[config.mk]
export PLATFORM = sky130hd
export DESIGN_NAME = power_mode_state_machine_top
export DESIGN_NICKNAME = d
export VERILOG_FILES = /design/src/rtl/core/pmsm_pkg.sv /design/src/rtl/core/pmsm_crit.sv /design/src/rtl/core/pmsm_mode.sv /design/src/rtl/core/power_mode_state_machine_top.sv
export SDC_FILE = /design/constraint.sdc
export NUM_CORES = 1
export LEC_CHECK = 0
export BUFFER_PORTS_ARGS = -buffer_cell sky130_fd_sc_hd__buf_2
export CAP_MARGIN = 30
export CORE_UTILIZATION = 50
export CTS_BUF_LIST = sky130_fd_sc_hd__clkbuf_4 sky130_fd_sc_hd__clkbuf_8 sky130_fd_sc_hd__clkbuf_16
export DETAILED_ROUTE_END_ITERATION = 6
export GPL_ROUTABILITY_DRIVEN = 0
export GPL_TIMING_DRIVEN = 0
export PLACE_DENSITY = 0.82
export SLEW_MARGIN = 25
export SYNTH_ARGS = -nofsm -noshare
export SYNTH_HDL_FRONTEND = slang
export SYNTH_SLANG_ARGS = --single-unit
[constraint.sdc]
create_clock -name i_clk -period 9.15 [get_ports i_clk]
set_input_delay 1.83 -clock i_clk [delete_from_list [all_inputs] [get_ports i_clk]]
set_output_delay 1.83 -clock i_clk [all_outputs]
set_load 0.05 [all_outputs]
[src/rtl/core/pmsm_pkg.sv]
`default_nettype none
package pmsm_pkg;

    localparam int unsigned CellW  = 13;
    localparam int unsigned BankW  = 14;
    localparam int unsigned TimeW  = 32;
    localparam int unsigned ModeW  = 3;
    localparam int unsigned CfgIdxW = 2;
    localparam int unsigned CfgDataW = 32;

    // Mode codes
    localparam logic [ModeW-1:0] MODE_INITIAL       = 3'd0;
    localparam logic [ModeW-1:0] MODE_DEPLOY        = 3'd1;
    localparam logic [ModeW-1:0] MODE_HELLO         = 3'd2;
    localparam logic [ModeW-1:0] MODE_IDLE_NO_FLASH = 3'd3;
    localparam logic [ModeW-1:0] MODE_IDLE_FLASH    = 3'd4;
    localparam logic [ModeW-1:0] MODE_LOW_POWER     = 3'd5;

    // Charger meta state codes
    localparam logic [1:0] META_ALL_GOOD   = 2'd0;
    localparam logic [1:0] META_ONE_LI_DN  = 2'd1;
    localparam logic [1:0] META_TWO_LI_DN  = 2'd2;

    // Configuration register indexes
    localparam logic [CfgIdxW-1:0] CFG_FLASH_MIN_BANK = 2'd0;
    localparam logic [CfgIdxW-1:0] CFG_LI_LOW_POWER   = 2'd1;
    localparam logic [CfgIdxW-1:0] CFG_MIN_INITIAL    = 2'd2;
    localparam logic [CfgIdxW-1:0] CFG_MIN_BOOT       = 2'd3;

    // Configuration reset values
    localparam logic [BankW-1:0] RST_FLASH_MIN_BANK = 14'd6600;
    localparam logic [CellW-1:0] RST_LI_LOW_POWER   = 13'd3650;
    localparam logic [TimeW-1:0] RST_MIN_INITIAL    = 32'd1800;
    localparam logic [TimeW-1:0] RST_MIN_BOOT       = 32'd3600;

    // Decision inputs handed from the criteria logic to the mode logic.
    typedef struct packed {
        logic lp_entry;
        logic flash_ok;
        logic below_flash;
        logic past_initial;
        logic past_boot;
        logic may_deploy;
        logic deploy_done;
        logic flash_off;
    } t_crit;

    typedef struct packed {
        logic [ModeW-1:0] next_mode;
        logic             mode_changed;
        logic             suspend_deploy_task;
        logic             bad_mode_error;
    } t_result;

endpackage
`default_nettype wire

[src/rtl/core/pmsm_crit.sv]
`default_nettype none
module pmsm_crit
    import pmsm_pkg::*;
(
    input  wire logic [CellW-1:0] i_li_cell1_mv,
    input  wire logic [CellW-1:0] i_li_cell2_mv,
    input  wire logic [CellW-1:0] i_lf_cell1_mv,
    input  wire logic [CellW-1:0] i_lf_cell2_mv,
    input  wire logic [CellW-1:0] i_lf_cell3_mv,
    input  wire logic [CellW-1:0] i_lf_cell4_mv,
    input  wire logic [1:0]       i_bank_full_flags,
    input  wire logic [3:0]       i_retired_flags,
    input  wire logic [1:0]       i_charge_meta_state,
    input  wire logic [2:0]       i_event_flags,
    input  wire logic [TimeW-1:0] i_time_secs,
    input  wire logic [BankW-1:0] i_flash_min_bank_mv,
    input  wire logic [CellW-1:0] i_li_low_power_mv,
    input  wire logic [TimeW-1:0] i_min_initial_secs,
    input  wire logic [TimeW-1:0] i_min_boot_secs,
    output t_crit                 o_crit
);

    logic [BankW-1:0] sum1;
    logic [BankW-1:0] sum2;
    logic             li1_low;
    logic             li2_low;

    assign sum1 = {1'b0, i_lf_cell1_mv} + {1'b0, i_lf_cell2_mv};
    assign sum2 = {1'b0, i_lf_cell3_mv} + {1'b0, i_lf_cell4_mv};

    assign li1_low = i_li_cell1_mv <= i_li_low_power_mv;
    assign li2_low = i_li_cell2_mv <= i_li_low_power_mv;

    always_comb begin
        o_crit.flash_ok =
            (i_bank_full_flags[0] && (sum2 >= i_flash_min_bank_mv || i_retired_flags[3]))
            || (i_bank_full_flags[1] && (sum1 >= i_flash_min_bank_mv || i_retired_flags[2]));
        o_crit.below_flash = (sum1 < i_flash_min_bank_mv) || (sum2 < i_flash_min_bank_mv);
        // With one Li-ion cell down, low power is wanted when every cell still
        // in service reads healthy, since the charger sees a fault it cannot explain.
        o_crit.lp_entry =
            (i_charge_meta_state == META_TWO_LI_DN)
            || (i_charge_meta_state == META_ALL_GOOD && (li1_low || li2_low))
            || (i_charge_meta_state == META_ONE_LI_DN
                && (i_retired_flags[0] || !li1_low)
                && (i_retired_flags[1] || !li2_low));
        o_crit.past_initial = i_time_secs > i_min_initial_secs;
        o_crit.past_boot    = i_time_secs > i_min_boot_secs;
        o_crit.may_deploy   = i_event_flags[0];
        o_crit.deploy_done  = i_event_flags[1];
        o_crit.flash_off    = i_event_flags[2];
    end

endmodule
`default_nettype wire

[src/rtl/core/pmsm_mode.sv]
`default_nettype none
module pmsm_mode
    import pmsm_pkg::*;
(
    input  wire logic [ModeW-1:0] i_cur_mode,
    input  wire t_crit            i_crit,
    output t_result               o_result
);

    logic [ModeW-1:0] next;
    logic             suspend;
    logic             err;

    always_comb begin
        next    = i_cur_mode;
        suspend = 1'b0;
        err     = 1'b0;
        unique case (i_cur_mode)
            MODE_INITIAL: begin
                if (i_crit.past_initial && i_crit.may_deploy) next = MODE_DEPLOY;
            end
            MODE_DEPLOY: begin
                if (i_crit.lp_entry) next = MODE_LOW_POWER;
                else if (i_crit.deploy_done) next = MODE_HELLO;
            end
            MODE_HELLO: begin
                if (i_crit.lp_entry) next = MODE_LOW_POWER;
                else if (i_crit.past_boot) next = MODE_IDLE_NO_FLASH;
                else if (i_crit.deploy_done) suspend = 1'b1;
            end
            MODE_IDLE_NO_FLASH: begin
                if (i_crit.lp_entry) next = MODE_LOW_POWER;
                else if (i_crit.flash_ok && !i_crit.flash_off) next = MODE_IDLE_FLASH;
            end
            MODE_IDLE_FLASH: begin
                if (i_crit.lp_entry) next = MODE_LOW_POWER;
                else if (i_crit.below_flash || i_crit.flash_off) next = MODE_IDLE_NO_FLASH;
            end
            MODE_LOW_POWER: begin
                if (!i_crit.lp_entry) begin
                    next = i_crit.past_boot ? MODE_IDLE_NO_FLASH : MODE_DEPLOY;
                end
            end
            default: begin
                next = MODE_IDLE_NO_FLASH;
                err  = 1'b1;
            end
        endcase
    end

    assign o_result.next_mode           = next;
    assign o_result.mode_changed        = next != i_cur_mode;
    assign o_result.suspend_deploy_task = suspend;
    assign o_result.bad_mode_error      = err;

endmodule
`default_nettype wire

[src/rtl/core/power_mode_state_machine_top.sv]
// Pipeline: an accepted request is held in the input register, then moves to the
// result register. Throughput: one request per cycle unless the output stalls;
// the mode register is updated as each request moves to the result register.
// Reset (synchronous, active low): mode returns to initial, the configuration
// registers return to their defaults and both pipeline stages empty.
`default_nettype none
module power_mode_state_machine_top
    import pmsm_pkg::*;
(
    input  wire logic                i_clk,
    input  wire logic                i_rst_n,
    input  wire logic                i_cfg_we,
    input  wire logic [CfgIdxW-1:0]  i_cfg_index,
    input  wire logic [CfgDataW-1:0] i_cfg_data,
    input  wire logic                i_in_valid,
    output logic                     o_in_stall,
    input  wire logic [CellW-1:0]    i_li_cell1_mv,
    input  wire logic [CellW-1:0]    i_li_cell2_mv,
    input  wire logic [CellW-1:0]    i_lf_cell1_mv,
    input  wire logic [CellW-1:0]    i_lf_cell2_mv,
    input  wire logic [CellW-1:0]    i_lf_cell3_mv,
    input  wire logic [CellW-1:0]    i_lf_cell4_mv,
    input  wire logic [1:0]          i_bank_full_flags,
    input  wire logic [3:0]          i_retired_flags,
    input  wire logic [1:0]          i_charge_meta_state,
    input  wire logic [2:0]          i_event_flags,
    input  wire logic [TimeW-1:0]    i_time_secs,
    output logic                     o_out_valid,
    input  wire logic                i_out_stall,
    output logic [ModeW-1:0]         o_next_mode,
    output logic                     o_mode_changed,
    output logic                     o_suspend_deploy_task,
    output logic                     o_bad_mode_error
);

    logic [BankW-1:0] r_flash_min_bank_mv;
    logic [CellW-1:0] r_li_low_power_mv;
    logic [TimeW-1:0] r_min_initial_secs;
    logic [TimeW-1:0] r_min_boot_secs;

    logic             r_in_valid;
    logic [CellW-1:0] r_li_cell1_mv;
    logic [CellW-1:0] r_li_cell2_mv;
    logic [CellW-1:0] r_lf_cell1_mv;
    logic [CellW-1:0] r_lf_cell2_mv;
    logic [CellW-1:0] r_lf_cell3_mv;
    logic [CellW-1:0] r_lf_cell4_mv;
    logic [1:0]       r_bank_full_flags;
    logic [3:0]       r_retired_flags;
    logic [1:0]       r_charge_meta_state;
    logic [2:0]       r_event_flags;
    logic [TimeW-1:0] r_time_secs;

    logic [ModeW-1:0] r_mode;
    logic             r_out_valid;
    t_result          r_result;

    t_crit            crit;
    t_result          n_result;
    logic             out_free;
    logic             advance;
    logic             in_take;

    always_ff @(posedge i_clk) begin
        if (!i_rst_n) begin
            r_flash_min_bank_mv <= RST_FLASH_MIN_BANK;
            r_li_low_power_mv   <= RST_LI_LOW_POWER;
            r_min_initial_secs  <= RST_MIN_INITIAL;
            r_min_boot_secs     <= RST_MIN_BOOT;
        end else if (i_cfg_we) begin
            unique case (i_cfg_index)
                CFG_FLASH_MIN_BANK: r_flash_min_bank_mv <= i_cfg_data[BankW-1:0];
                CFG_LI_LOW_POWER:   r_li_low_power_mv   <= i_cfg_data[CellW-1:0];
                CFG_MIN_INITIAL:    r_min_initial_secs  <= i_cfg_data[TimeW-1:0];
                CFG_MIN_BOOT:       r_min_boot_secs     <= i_cfg_data[TimeW-1:0];
                default: ;
            endcase
        end
    end

    // The result register is free when empty or being taken this cycle.
    assign out_free   = !r_out_valid || !i_out_stall;
    assign advance    = r_in_valid && out_free;
    assign o_in_stall = r_in_valid && !out_free;
    assign in_take    = i_in_valid && !o_in_stall;

    always_ff @(posedge i_clk) begin
        if (!i_rst_n) begin
            r_in_valid <= 1'b0;
        end else if (in_take) begin
            r_in_valid <= 1'b1;
        end else if (advance) begin
            r_in_valid <= 1'b0;
        end
    end

    always_ff @(posedge i_clk) begin
        if (in_take) begin
            r_li_cell1_mv       <= i_li_cell1_mv;
            r_li_cell2_mv       <= i_li_cell2_mv;
            r_lf_cell1_mv       <= i_lf_cell1_mv;
            r_lf_cell2_mv       <= i_lf_cell2_mv;
            r_lf_cell3_mv       <= i_lf_cell3_mv;
            r_lf_cell4_mv       <= i_lf_cell4_mv;
            r_bank_full_flags   <= i_bank_full_flags;
            r_retired_flags     <= i_retired_flags;
            r_charge_meta_state <= i_charge_meta_state;
            r_event_flags       <= i_event_flags;
            r_time_secs         <= i_time_secs;
        end
    end

    pmsm_crit u_crit (
        .i_li_cell1_mv       (r_li_cell1_mv),
        .i_li_cell2_mv       (r_li_cell2_mv),
        .i_lf_cell1_mv       (r_lf_cell1_mv),
        .i_lf_cell2_mv       (r_lf_cell2_mv),
        .i_lf_cell3_mv       (r_lf_cell3_mv),
        .i_lf_cell4_mv       (r_lf_cell4_mv),
        .i_bank_full_flags   (r_bank_full_flags),
        .i_retired_flags     (r_retired_flags),
        .i_charge_meta_state (r_charge_meta_state),
        .i_event_flags       (r_event_flags),
        .i_time_secs         (r_time_secs),
        .i_flash_min_bank_mv (r_flash_min_bank_mv),
        .i_li_low_power_mv   (r_li_low_power_mv),
        .i_min_initial_secs  (r_min_initial_secs),
        .i_min_boot_secs     (r_min_boot_secs),
        .o_crit              (crit)
    );

    pmsm_mode u_mode (
        .i_cur_mode (r_mode),
        .i_crit     (crit),
        .o_result   (n_result)
    );

    always_ff @(posedge i_clk) begin
        if (!i_rst_n) begin
            r_mode      <= MODE_INITIAL;
            r_out_valid <= 1'b0;
        end else if (advance) begin
            r_mode      <= n_result.next_mode;
            r_out_valid <= 1'b1;
        end else if (out_free) begin
            r_out_valid <= 1'b0;
        end
    end

    always_ff @(posedge i_clk) begin
        if (advance) begin
            r_result <= n_result;
        end
    end

    assign o_out_valid           = r_out_valid;
    assign o_next_mode           = r_result.next_mode;
    assign o_mode_changed        = r_result.mode_changed;
    assign o_suspend_deploy_task = r_result.suspend_deploy_task;
    assign o_bad_mode_error      = r_result.bad_mode_error;

endmodule
`default_nettype wire
* Yosys cells after proc, flatten, opt, wreduce, memory -nomap -nowiden *
Cells that the tools add are included.

cells by class
  order comparisons = 8
  reductions and logical operators = 39
  eq/ne operators = 11
  mux-type cells = 18
  add/subtract/negate cells = 2
  bitwise operators = 1

operators with widths
  cell                                                 count
  > comparator 32 bit                                  2
  2-to-1 mux 3 bit                                     10
  adder 13 x 13 -> 14 bit                              2
  greater-or-equal comparator 14 bit                   2
  less-than comparator 14 bit                          2
  less-or-equal comparator 13 bit                      2
  case mux 3 bit (6 select lines)                      1
  logical OR 1 bit                                     11
  logical AND 1 bit                                    10
  AND reduction 2 bit                                  4
  zero test 1 bit                                      7
  equality test 2 bit, second input constant           3
  equality test 3 x 2 -> 1 bit, second input constant  2
  equality test 3 bit, second input constant           2
  2-to-1 mux 1 bit                                     6
  OR reduction 6 bit                                   1
  equality test 2 x 1 -> 1 bit, second input constant  2
  zero test 2 bit                                      2
  nonzero test 2 bit                                   2
  equality test 3 x 1 -> 1 bit, second input constant  1
  zero test 3 bit                                      1
  != test 3 bit                                        1
  OR reduction 3 bit                                   1
  2-to-1 mux 2 bit                                     1
  NOT 1 bit                                            1

storage, ports and cells
  register bits = 223
  output and inout bits = 8
  logic and storage cells = 101
  input bits = 160

* Logic depth before layout (Yosys ltp) *
Gate-level depths: netlist (run 1).

  depth after elaboration = 10
  mapped depth = 21
  mapped depth without buffers = 21

* By module *
A second synthesis (run 1) with hierarchy kept.

second synthesis, totals
  cell total of the unflattened synthesis = 1060
  area, all modules = 11743.8 um^2

modules (own cells, without submodules)
  module                        cells an instance  instances  area an instance (um^2)  seq. area each (um^2)
  power_mode_state_machine_top  496                1          7507.2                   5735.5
  pmsm_crit                     522                1          3970.1                   0.0
  pmsm_mode                     42                 1          266.5                    0.0

* Least setup slack after synthesis (run 1) *
No wires, ideal clock.

  path type = input port to flip-flop
  start = input port i_out_stall
  end = register r_bank_full_flags[0], enable pin
  setup time = 0.614 ns
  stages on the path = 2
  required time = 8.536 ns
  buffers on the path = 0
  setup slack = 0.967 ns
  data arrival time = 7.569 ns
  path through = and3_1 nor2b_1

on the way
  cells in the longest elaborated chain, start to end = 6

RTL lines
  item                  line                                 source
  from (decl)           power_mode_state_machine_top.sv:29   input wire logic i_out_stall,
  zero test 1 bit       power_mode_state_machine_top.sv:82   assign out_free = !r_out_valid || !i_out_stall;
  logical OR 1 bit      power_mode_state_machine_top.sv:82
  zero test 1 bit       power_mode_state_machine_top.sv:84   assign o_in_stall = r_in_valid && !out_free;
  logical AND 1 bit     power_mode_state_machine_top.sv:84
  zero test 1 bit       power_mode_state_machine_top.sv:85   assign in_take = i_in_valid && !o_in_stall;
  logical AND 1 bit     power_mode_state_machine_top.sv:85
  via in_take           power_mode_state_machine_top.sv:62   logic in_take;
  to (signal assigned)  power_mode_state_machine_top.sv:105  r_bank_full_flags <= i_bank_full_flags;
  to (decl)             power_mode_state_machine_top.sv:48   logic [1:0] r_bank_full_flags;

The timed path passes the listed nets, and every way through them passes these cells.
A chain may end at the register's enable or synchronous reset.

==> key figures, run 1 <==
Synthesis
  – Post-synth EDFFs: 127
  – Cell area after synthesis: 0.01145 mm^2
  – Seq/Total Area, Yosys: 50.10%
  – Asr flop ratio synth: 0%
  – Largest cells by area after synthesis: edfxtp_1, dfxtp_1, ha_1, nand2_1, a21boi_0
  – Synth area leader: edfxtp_1
  – Yosys top cell area share: 33.32%
  – Count of different cell masters after synthesis: 60
  – Cell count after synthesis: 1102
  – Post-synthesis register bit count: 223
  – YS warnings: 0
  – Synthesized Nets: 1408
  – Ys flop type: edfxtp_1
  – Syn Area/Cell: 10.39 um^2

STA
  – Min Tclk post-route: 5.236 ns
  – Worst-Margin Slew: 0.7777 ns
  – Fmax: 0.1910 GHz
  – Final Hold Fails: 0
  – Final worst path period share: 57.23%
  – Final setup fails: 0
  – Worst relative slew slack: 48.04%
  – Pins over their slew limit: 0
  – Setup WS post-layout: 3.914 ns
  – Clock Skew: 0.007971 ns
  – RSZ-0062 raised after global routing: no

Setup path
  – Worst-path cell chain: ha_1 > fa_1 > a21o_1 > a21oi_1 > o21bai_1 > a21oi_1 > nor2b_1 > o2111ai_1 > nand3_1 > o41a_1 > xor2_1 > ha_1 > nand2_1 > nor4_1 > o41ai_1 > a31oi_1 > o21ai_0 > and2_1 > a211o_1 > a211oi_2 > o221ai_1
  – CP bufs+invs: 0
  – Crit end category: register
  – Critical Path RT: 9.39 ns
  – Worst EP arrival: 5.48 ns
  – Largest stage delay, worst path: 0.50 ns
  – Setup crit start kind: register
  – CP top delay family: compound AO/OA/AOI/OAI gates
  – R2R Path Start: r_lf_cell2_mv[0]
  – CP max stage cell: nor4_1
  – Worst setup path class: register to register
  – Critical path origin: r_lf_cell2_mv[0]
  – CP max FO: 4

Detailed routing
  – Routed WL: 25980 um
  – Iter 0 DRT Violations: 432
  – First drt pass iteration count: 5
  – WL/cell: 16.23 um
  – Vias post-DR: 8619
  – Post-route antenna net violation count: 0
  – Vias per std cell: 5.384
  – # DRC: 0

Clock network
  – CTS tree: built
  – Number of buffers added for setup after CTS: 0
  – Worst-Skew Late Latency: 0.52 ns
  – Cts bufs inserted: 25
  – CTS Sinks: 223
  – CTS root buf: clkbuf_16
  – PostCTS Resize Cnt: 0
  – Worst-path clk slew: 0.06 ns
  – H-tree level count: 1
  – Maximum root-to-sink buffer count: 3
  – # hold bufs at CTS: 0

GRT
  – First-pass GRT wire length: 41550 um
  – GRT Util Overall: 22.19%
  – GRT overflow: 0
  – Vias in the first global route: 8691
  – Initial antenna violation count: 6
  – Largest net degree at the start of global routing: 29

Power
  – Comb power frac: 13.9%
  – P_int: 1911 uW
  – LEAKAGE: 0.005607 uW
  – Switching fraction of total power: 24.55%
  – Maximum vdd drop: 0.1943 mV
  – Sequential cell fraction of total power: 44.9%
  – Power Density: 185.8 mW/mm^2
  – Clock Power Share: 41.3%
  – Switching power: 621.8 uW

Floorplan
  – Starting Density: 51.65%
  – Die Y: 153.3 um
  – Row cnt: 54
  – Num ports: 168
  – Core Region: 0.02216 mm^2
  – Die area: 0.02350 mm^2
  – Die Wd: 153.3 um

Final layout
  – Final core occ: 61.52%
  – Net count, final: 1604
  – Layout cells sized above 1: 16.87%
  – Filler Cells Inserted: 1763
  – Area grow syn2layout: 19.10%

Worst hold path
  – Hold Path Class: register to register
  – Start point of the worst hold path: r_flash_min_bank_mv[2]

Flow run
  – Max-Cap Viols: 0

Placement
  – Port Buf Inserts: 164
  – Setup Slack @ Placement: 3.960 ns
  – Post-DP HPWL: 20020 um

Outcome
  – Status: completed
[cell type report]
| class | count | area, um^2 | area share [%] |
|---|---|---|---|
| tap | 280 | 350.3 | 2.570 |
| buffer | 31 | 117.6 | 0.8627 |
| inverter | 109 | 409.1 | 3.001 |
| multi-input combinational | 739 | 5192 | 38.09 |
| timing repair buffer | 169 | 943.4 | 6.920 |
| clock buffer | 33 | 728.2 | 5.341 |
| sequential | 223 | 5736 | 42.07 |
| antenna | 5 | 12.51 | 0.09178 |
| clock inverter | 12 | 143.9 | 1.055 |
[layout by cell type (no fill, tap or decap), types with 6 or more instances in the layout]
| cell | synthesis | layout |
|---|---|---|
| a21o_1 | 11 | 11 |
| buf_2 | 1 | 165 |
| o21bai_1 | 6 | 6 |
| and4_1 | 8 | 8 |
| nand4_1 | 17 | 17 |
| o211ai_1 | 25 | 25 |
| a21oi_1 | 55 | 55 |
| a21boi_0 | 76 | 75 |
| o21ai_0 | 24 | 24 |
| ha_1 | 144 | 144 |
| nor2_1 | 33 | 33 |
| nor2b_1 | 11 | 10 |
| clkbuf_16 | 0 | 26 |
| o21a_1 | 7 | 7 |
| inv_1 | 109 | 109 |
| xnor2_1 | 19 | 19 |
| edfxtp_1 | 127 | 127 |
| nand2_1 | 204 | 204 |
| dfxtp_1 | 96 | 96 |
| nand3_1 | 18 | 18 |
| clkbuf_1 | 30 | 30 |
[power by group through the flow]
| stage | registers [uW] | clock network [uW] | logic (uW) |
|---|---|---|---|
| detailed placement | 1160 | 0 | 348 |
| finish | 1140 | 1040 | 351 |
| global route | 1140 | 1110 | 397 |
| global placement | 1160 | 0 | 323 |
| floorplan | 1160 | 0 | 224 |
| CTS | 1140 | 1060 | 351 |
[routing by layer]
layer	track usage (%)	routed length, um	vias up
met5	0.2070	21	-
met4	7.985	803	4
met3	4.026	1659	66
met2	38.05	12360	271
met1	27.92	11130	3961
li1	-	-	4317
[metrics by stage]
step / hold slack (ns) / cells / area [um^2] / TNS (ns) / total power, uW
floorplan: 0.4435 / 1102 / 11450 / 0 / 1385
global placement: 0.4502 / 1546 / 12620 / -121.54 / 1486
detailed placement: 0.4573 / 1551 / 12750 / 0 / 1506
CTS: 0.4655 / 1596 / 13620 / 0 / 2551
global route: 0.4854 / 1599 / 13630 / 0 / 2644
finish: 0.4626 / 1601 / 13630 / 0 / 2533
[final timing paths]
kind / to / slack, ns / cells past startpoint
max reg2reg: o_mode_changed / 3.91 / 21
min reg2reg: r_flash_min_bank_mv[2] / 0.46 / 2
max: o_mode_changed / 3.91 / 21
min: r_flash_min_bank_mv[2] / 0.46 / 2
[Yosys cell counts (all sizes together), types with 3 or more instances]
master,n
nor2b,11
a21oi,55
nor4,3
clkbuf,30
edfxtp,127
xor2,3
o211ai,25
and3,4
xnor2,19
o21ai,26
o2111ai,4
o21a,7
nand2,204
dfxtp,96
a21boi,77
nand3,18
nor2,33
o31ai,4
or2,3
o21bai,6
a21o,11
o41ai,4
nor3,5
ha,144
a31oi,4
inv,109
and2,4
nand4,17
nand2b,5
a221oi,4
a211oi,4
and4,8
[logic make-up (layout without fill, tap and decap cells)]
kind of cell	Yosys count	after routing	share of synthesized area, %
AOI/OAI and AO/OA	249	249	14.99
xor gates and xnor gates	22	22	1.683
adders and majority gates	146	146	16.09
buffers and inverters	140	354	4.602
DFF	223	223	50.10
other	0	5	0
and+or+nand+nor	322	322	12.54
[tightest hold or removal path: stages (launching register included)]
cell	delay (ns)
dfxtp_1	0.31
nand2_1	0.05
a21boi_0	0.06
[sequential cells by signal, indices dropped and copies added (netlist names), 3 cells and up]
name                 count
r_min_boot_secs         32
r_min_initial_secs      32
r_time_secs             32
r_flash_min_bank_mv     14
r_lf_cell1_mv           13
r_lf_cell2_mv           13
r_lf_cell3_mv           13
r_lf_cell4_mv           13
r_li_cell1_mv           13
r_li_cell2_mv           13
r_li_low_power_mv       13
r_retired_flags          4
o_next_mode              3
r_event_flags            3
r_mode                   3
No activity file was read; power rests on OpenSTA's default activity.
==> run 2: changes to the inputs <==
--- a/config.mk
+++ b/config.mk
@@ -12,7 +12,7 @@
 export DETAILED_ROUTE_END_ITERATION = 6
 export GPL_ROUTABILITY_DRIVEN = 0
 export GPL_TIMING_DRIVEN = 0
-export PLACE_DENSITY = 0.82
+export PLACE_DENSITY = 0.85
 export SLEW_MARGIN = 25
 export SYNTH_ARGS = -nofsm -noshare
 export SYNTH_HDL_FRONTEND = slang
==> constraint.sdc (replaced) <==
create_clock -name i_clk -period 4.5 [get_ports i_clk]
set_input_delay 0.9 -clock i_clk [delete_from_list [all_inputs] [get_ports i_clk]]
set_output_delay 0.9 -clock i_clk [all_outputs]
set_load 0.05 [all_outputs]
==> run 2 against run 1 <==
Net effect: the flow now finishes with violations (negative setup slack); core utilization grew 0.47 points; total power grew 100%; worst hold slack is essentially flat; global-route usage grew 0.29 points; first-iteration DRC count grew 2.8%; cell count is the same; cell area grew 0.76%; maximum frequency grew 13%; flip-flop and latch count is the same; via count grew 1.6%; largest power group unchanged; highest routed layer unchanged.
==> key figures, run 2 (synthesis gave the netlist of run 1 again) <==
Clock network
  – Maximum root-to-sink buffer count: 3 (unchanged)
  – Cts bufs inserted: 24 (was 25)
  – H-tree level count: 1 (unchanged)
  – Worst-path clk slew: 0.06 ns (about the same)
  – CTS root buf: clkbuf_16 (unchanged)
  – CTS Sinks: 223 (unchanged)
  – # hold bufs at CTS: 0 (unchanged)
  – Worst-Skew Late Latency: 0.51 ns (was 0.52 ns)
  – CTS tree: built (unchanged)

STA
  – Setup WS post-layout: -0.1202 ns (was 3.914 ns)
  – Worst relative slew slack: 45.90% (was 48.04%)
  – Clock Skew: 0.009863 ns (was 0.007971 ns)
  – Final Hold Fails: 0 (unchanged)
  – Fmax: 0.2164 GHz (was 0.1910 GHz)
  – Min Tclk post-route: 4.620 ns (was 5.236 ns)
  – Setup TNS: -0.1243 ns (was 0 ns)
  – Final setup fails: 2 (was 0)
  – Final worst path period share: 102.7% (was 57.23%)
  – Pins over their slew limit: 0 (unchanged)
  – Worst-Margin Slew: 0.8097 ns (was 0.7777 ns)
  – RSZ-0062 raised after global routing: yes (was no)
  – Fin Hold WS: 0.4624 ns (was 0.4626 ns)

Final layout
  – Most frequent cells in the layout: nand2_1, buf_2, ha_1 (unchanged)
  – Top Registers: r_min_boot_secs x32, r_min_initial_secs x32, r_time_secs x32 (unchanged)
  – Layout cells sized above 1: 18.95% (was 16.87%)
  – Net count, final: 1609 (was 1604)
  – Commonest non-fill, non-tap cell in the layout: nand2_1 (unchanged)
  – Area grow syn2layout: 20.00% (was 19.10%)
  – Non-Filler Instances: 1601 (unchanged)
  – Post-route cell area: 0.01374 mm^2 (was 0.01363 mm^2)

Worst hold path
  – WHS Endpoint: r_min_boot_secs[28] (was r_flash_min_bank_mv[2])
  – WHS Path Cells: 2 (unchanged)
  – Hold Path Class: register to register (unchanged)
  – Start point of the worst hold path: r_min_boot_secs[28] (was r_flash_min_bank_mv[2])

GRT
  – Vias in the first global route: 8741 (was 8691)
  – Initial antenna violation count: 4 (was 6)
  – GRT Util Overall: 22.48% (was 22.19%)
  – First-pass GRT wire length: 42330 um (was 41550 um)
  – Largest net degree at the start of global routing: 29 (unchanged)
  – GRT overflow: 0 (unchanged)

Detailed routing
  – First drt pass iteration count: 5 (unchanged)
  – Post-route antenna net violation count: 0 (unchanged)
  – Vias per std cell: 5.471 (was 5.384)
  – Vias post-DR: 8759 (was 8619)
  – WL/cell: 16.78 um (was 16.23 um)
  – Iter 0 DRT Violations: 444 (was 432)
  – Routed WL: 26860 um (was 25980 um)
  – # DRC: 0 (unchanged)

Floorplan
  – Row cnt: 54 (unchanged)
  – Die Y: 153.3 um (unchanged)
  – Die Wd: 153.3 um (unchanged)
  – Core Region: 0.02216 mm^2 (unchanged)
  – Starting Density: 51.65% (unchanged)
  – Die area: 0.02350 mm^2 (unchanged)
  – Num ports: 168 (unchanged)

Placement
  – Port Buf Inserts: 164 (unchanged)
  – Post-DP HPWL: 20190 um (was 20020 um)
  – Placed cell area: 0.01272 mm^2 (was 0.01275 mm^2)
  – Placed instance count: 1550 (was 1551)

Setup path
  – Critical Path RT: 4.74 ns (was 9.39 ns)
  – R2R Path End: o_mode_changed (unchanged)
  – CP max FO: 3 (was 4)
  – Setup crit start kind: register (unchanged)
  – Crit end category: register (unchanged)
  – Worst setup path class: register to register (unchanged)
  – R2R Setup Slk: -0.12 ns (was 3.91 ns)
  – Worst EP arrival: 4.86 ns (was 5.48 ns)
  – Worst reg-to-reg path cell count: 21 (unchanged)
  – R2R Path Start: r_lf_cell4_mv[0] (was r_lf_cell2_mv[0])

Outcome
  – Status: finished, violations left (was completed)
  – Failing checks: negative setup slack

Power
  – LEAKAGE: 0.005624 uW (was 0.005607 uW)
  – Power Density: 368.5 mW/mm^2 (was 185.8 mW/mm^2)
  – Pwr Total: 5062 uW (was 2533 uW)
  – Maximum vdd drop: 0.3067 mV (was 0.1943 mV)

Flow run
  – Max-Cap Viols: 0 (unchanged)
[run 2: stage by stage]
step / utilization [%] / worst slack, ns
final: 61.99 / -0.1202
after CTS: 61.64 / -0.08382
after global routing: 61.99 / -0.3523
after floorplan: - / 0.05952
after detailed placement: 57.40 / -0.6838
after global placement: 56.97 / -0.5747
[run 2: what timing repair did]
action	in CTS	in global routing
endpoints found under the setup margin	7	7
pin swaps	18	14
resized for setup	26	9
setup buffers	4	3
[run 2: power by group]
part           leakage (uW)  internal, uW  switching (uW)
Combinational       0.00321           328             440
Clock              0.000396          1200             780
Sequential          0.00202          2270            46.3
Total               0.00562          3800            1270
[run 2: area by class of cell]
class                           instances  area [um^2]
Tap cell                              280        350.3
Buffer                                 31        117.6
Clock inverter                         11        96.34
Multi-Input combinational cell        739         5354
Inverter                              109        409.1
Fill cell                            1750         8424
Timing Repair Buffer                  175        968.4
Sequential cell                       223         5736
Clock buffer                           31        700.7
Antenna cell                            2        5.005
[run 2: worst max-delay path: stages (launching register included)]
cell       delay [ns]
edfxtp_1         0.39
ha_2             0.20
fa_2             0.35
a21o_1           0.17
a21oi_2          0.15
o21bai_1         0.12
a21oi_2          0.22
nor2b_2          0.08
o2111ai_2        0.20
nand2_2          0.11
o41ai_4          0.24
xnor2_1          0.13
ha_1             0.30
nand4_1          0.20
nor3_4           0.26
a2111oi_2        0.11
a31oi_1          0.22
o21ai_2          0.11
and2_4           0.16
a211o_1          0.31
a211oi_2         0.15
o221ai_1         0.15
[run 2: per-layer routing]
layer | wire length [um] | share of wire (%) | track usage, % | up-vias
li1 | - | - | - | 4319
met1 | 11440 | 43 | 28.42 | 4113
met2 | 13040 | 49 | 38.77 | 267
met3 | 1462 | 5.4 | 3.487 | 58
met4 | 901 | 3.4 | 8.369 | 2
met5 | 14 | 0.052 | 0 | -
[run 2: worst max-delay path by stage]
| stage | endpoint | from | slack [ns] |
|---|---|---|---|
| 2_1_floorplan | o_mode_changed | r_lf_cell1_mv[0] | 0.06 |
| 3_3_place_gp | o_mode_changed | r_lf_cell1_mv[0] | -0.57 |
| 3_5_place_dp | o_mode_changed | r_lf_cell1_mv[0] | -0.68 |
| 4_1_cts | o_mode_changed | r_lf_cell4_mv[0] | -0.08 |
| 5_1_grt | o_mode_changed | r_lf_cell4_mv[0] | -0.35 |
| 6_report | o_mode_changed | r_lf_cell4_mv[0] | -0.12 |
==> run 3: changes to the inputs <==
--- a/config.mk
+++ b/config.mk
@@ -5,10 +5,12 @@
 export SDC_FILE = /design/constraint.sdc
 export NUM_CORES = 1
 export LEC_CHECK = 0
-export BUFFER_PORTS_ARGS = -buffer_cell sky130_fd_sc_hd__buf_2
+export BUFFER_PORTS_ARGS = -buffer_cell sky130_fd_sc_hd__buf_4
 export CAP_MARGIN = 30
+export CORE_MARGIN = 2
 export CORE_UTILIZATION = 50
 export CTS_BUF_LIST = sky130_fd_sc_hd__clkbuf_4 sky130_fd_sc_hd__clkbuf_8 sky130_fd_sc_hd__clkbuf_16
+export CTS_CLUSTER_DIAMETER = 80
 export DETAILED_ROUTE_END_ITERATION = 6
 export GPL_ROUTABILITY_DRIVEN = 0
 export GPL_TIMING_DRIVEN = 0
==> run 3 against run 2 <==
Net effect: worst hold slack gained 0.0021 ns; clock-buffer cell count shrank 1; cell area grew 3.8%; cell count grew 1.1%; the run still ends with negative setup slack left; largest power group unchanged; global-route usage grew 0.38 points; largest cell class unchanged; clock power grew 4%; die area grew 2.6%.
==> key figures, run 3 (synthesis gave the netlist of run 1 again) <==
GRT
  – Vias in the first global route: 9102 (was 8741)
  – Initial antenna violation count: 1 (was 4)
  – GRT Util Overall: 22.86% (was 22.48%)
  – GRT overflow: 0 (unchanged)
  – Largest net degree at the start of global routing: 29 (unchanged)
  – First-pass GRT wire length: 43910 um (was 42330 um)

Power
  – Pwr Total: 5199 uW (was 5062 uW)
  – Power Density: 364.6 mW/mm^2 (was 368.5 mW/mm^2)
  – LEAKAGE: 0.005844 uW (was 0.005624 uW)
  – Maximum vdd drop: 0.2806 mV (was 0.3067 mV)

STA
  – Fmax: 0.2133 GHz (was 0.2164 GHz)
  – Clock Skew: 0.02468 ns (was 0.009863 ns)
  – Final setup fails: 3 (was 2)
  – Final worst path period share: 104.2% (was 102.7%)
  – Worst-Margin Slew: 0.8240 ns (was 0.8097 ns)
  – Setup WS post-layout: -0.1891 ns (was -0.1202 ns)
  – RSZ-0062 raised after global routing: yes (unchanged)
  – Final Hold Fails: 0 (unchanged)
  – Fin Hold WS: 0.4645 ns (was 0.4624 ns)
  – Worst relative slew slack: 44.95% (was 45.90%)
  – Min Tclk post-route: 4.689 ns (was 4.620 ns)
  – Pins over their slew limit: 0 (unchanged)

Placement
  – Post-DP HPWL: 20650 um (was 20190 um)
  – Port Buf Inserts: 164 (unchanged)
  – Placed cell area: 0.01315 mm^2 (was 0.01272 mm^2)

Setup path
  – Setup crit start kind: register (unchanged)
  – Worst setup path class: register to register (unchanged)
  – CP max FO: 4 (was 3)
  – Critical Path RT: 4.75 ns (was 4.74 ns)
  – Worst EP arrival: 4.94 ns (was 4.86 ns)
  – Crit end category: register (unchanged)

Floorplan
  – Row cnt: 55 (was 54)
  – Starting Density: 50.72% (was 51.65%)
  – Die Y: 155.3 um (was 153.3 um)
  – Num ports: 168 (unchanged)
  – Die Wd: 155.3 um (was 153.3 um)
  – Die area: 0.02412 mm^2 (was 0.02350 mm^2)
  – Core Region: 0.02257 mm^2 (was 0.02216 mm^2)

Final layout
  – Layout cells sized above 1: 19.94% (was 18.95%)
  – Most frequent cells in the layout: nand2_1, buf_4, ha_1 (was nand2_1, buf_2, ha_1)
  – Commonest non-fill, non-tap cell in the layout: nand2_1 (unchanged)
  – Ant diodes: 0 (was 2)
  – Net count, final: 1621 (was 1609)
  – Area grow syn2layout: 24.57% (was 20.00%)
  – Post-route cell area: 0.01426 mm^2 (was 0.01374 mm^2)
  – Filler Cells Inserted: 1668 (was 1750)
  – Top Registers: r_min_boot_secs x32, r_min_initial_secs x32, r_time_secs x32 (unchanged)

Clock network
  – Worst-path clk slew: 0.06 ns (about the same)
  – Cts bufs inserted: 25 (was 24)
  – CTS tree: built (unchanged)
  – CTS root buf: clkbuf_16 (unchanged)
  – H-tree level count: 1 (unchanged)
  – Maximum root-to-sink buffer count: 3 (unchanged)
  – Worst-Skew Late Latency: 0.53 ns (was 0.51 ns)
  – CTS Sinks: 223 (unchanged)

Outcome
  – Status: finished, violations left (unchanged)
  – Failing checks: negative setup slack (unchanged)

Detailed routing
  – WL/cell: 17.45 um (was 16.78 um)
  – Vias post-DR: 8909 (was 8759)
  – Iter 0 DRT Violations: 539 (was 444)
  – First drt pass iteration count: 5 (unchanged)
  – Routed WL: 28250 um (was 26860 um)
  – Vias per std cell: 5.503 (was 5.471)
  – Post-route antenna net violation count: 0 (unchanged)
  – # DRC: 0 (unchanged)

Flow run
  – Max-Cap Viols: 0 (unchanged)

Worst hold path
  – Hold Path Class: register to register (unchanged)
[run 3: critical path, cell delays in order (launching register included)]
cell and delay (ns):
edfxtp_1 0.42, ha_1 0.32, a21o_1 0.20, a21oi_2 0.18, o21bai_1 0.12, a21oi_2 0.18
nor2b_2 0.08, o2111ai_2 0.19, nand2_1 0.12, o41ai_2 0.42, o21ai_0 0.19, ha_1 0.32
nand4_1 0.17, nor3_4 0.29, o31ai_1 0.15, a31oi_1 0.21, o21ai_2 0.11, and2_4 0.16
a211o_1 0.30, a211oi_2 0.14, o221ai_1 0.14
[run 3: worst paths after layout]
path	endpoint	start	slack [ns]	cells after the start
worst min register to register	r_min_boot_secs[30]	r_min_boot_secs[30]	0.46	2
worst min-delay path	r_min_boot_secs[30]	r_min_boot_secs[30]	0.46	2
worst max-delay path	o_mode_changed	r_lf_cell4_mv[1]	-0.19	20
worst max register to register	o_mode_changed	r_lf_cell4_mv[1]	-0.19	20
[run 3: metal layers]
layer	track usage, %	share of wire [%]	vias up	routed length, um
met4	8.301	3.6	2	1024
met3	4.708	6.3	76	1774
met1	27.81	41	4144	11530
li1	-	-	4363	-
met5	0	0.039	-	11
met2	40.23	49	324	13900
[run 3: power breakdown]
part / switching [uW] / internal [uW] / leakage [uW]
clock: 808 / 1240 / 0.000419
combinational: 455 / 382 / 0.00340
sequential: 47.3 / 2270 / 0.00202
total: 1310 / 3890 / 0.00584
[run 3: area by class of cell]
cell class | instances | area (um^2) | area share (%)
Inverter | 109 | 409.1 | 2.869
Buffer | 31 | 117.6 | 0.8248
Clock buffer | 30 | 675.6 | 4.738
Tap cell | 285 | 356.6 | 2.501
Timing Repair Buffer | 186 | 1466 | 10.28
Clock inverter | 16 | 157.7 | 1.106
Sequential cell | 223 | 5736 | 40.22
Multi-Input combinational cell | 739 | 5341 | 37.46
[run 3: what timing repair did]
action	in CTS	in global routing
resized for setup	23	12
pin swaps	23	17
hold buffers	0	0
setup buffers	15	2
setup endpoints to repair	7	7
[run 3: metrics by stage]
step	worst slack [ns]	cells	util (%)	TNS, ns
2_1_floorplan	0.05952	1102	-	0
3_3_place_gp	-0.6007	1551	57.78	-2.148
3_5_place_dp	-0.7388	1556	58.26	-3.257
4_1_cts	-0.02553	1617	62.85	-0.02553
5_1_grt	-0.3823	1619	63.18	-1.320
6_report	-0.1891	1619	63.18	-0.2768
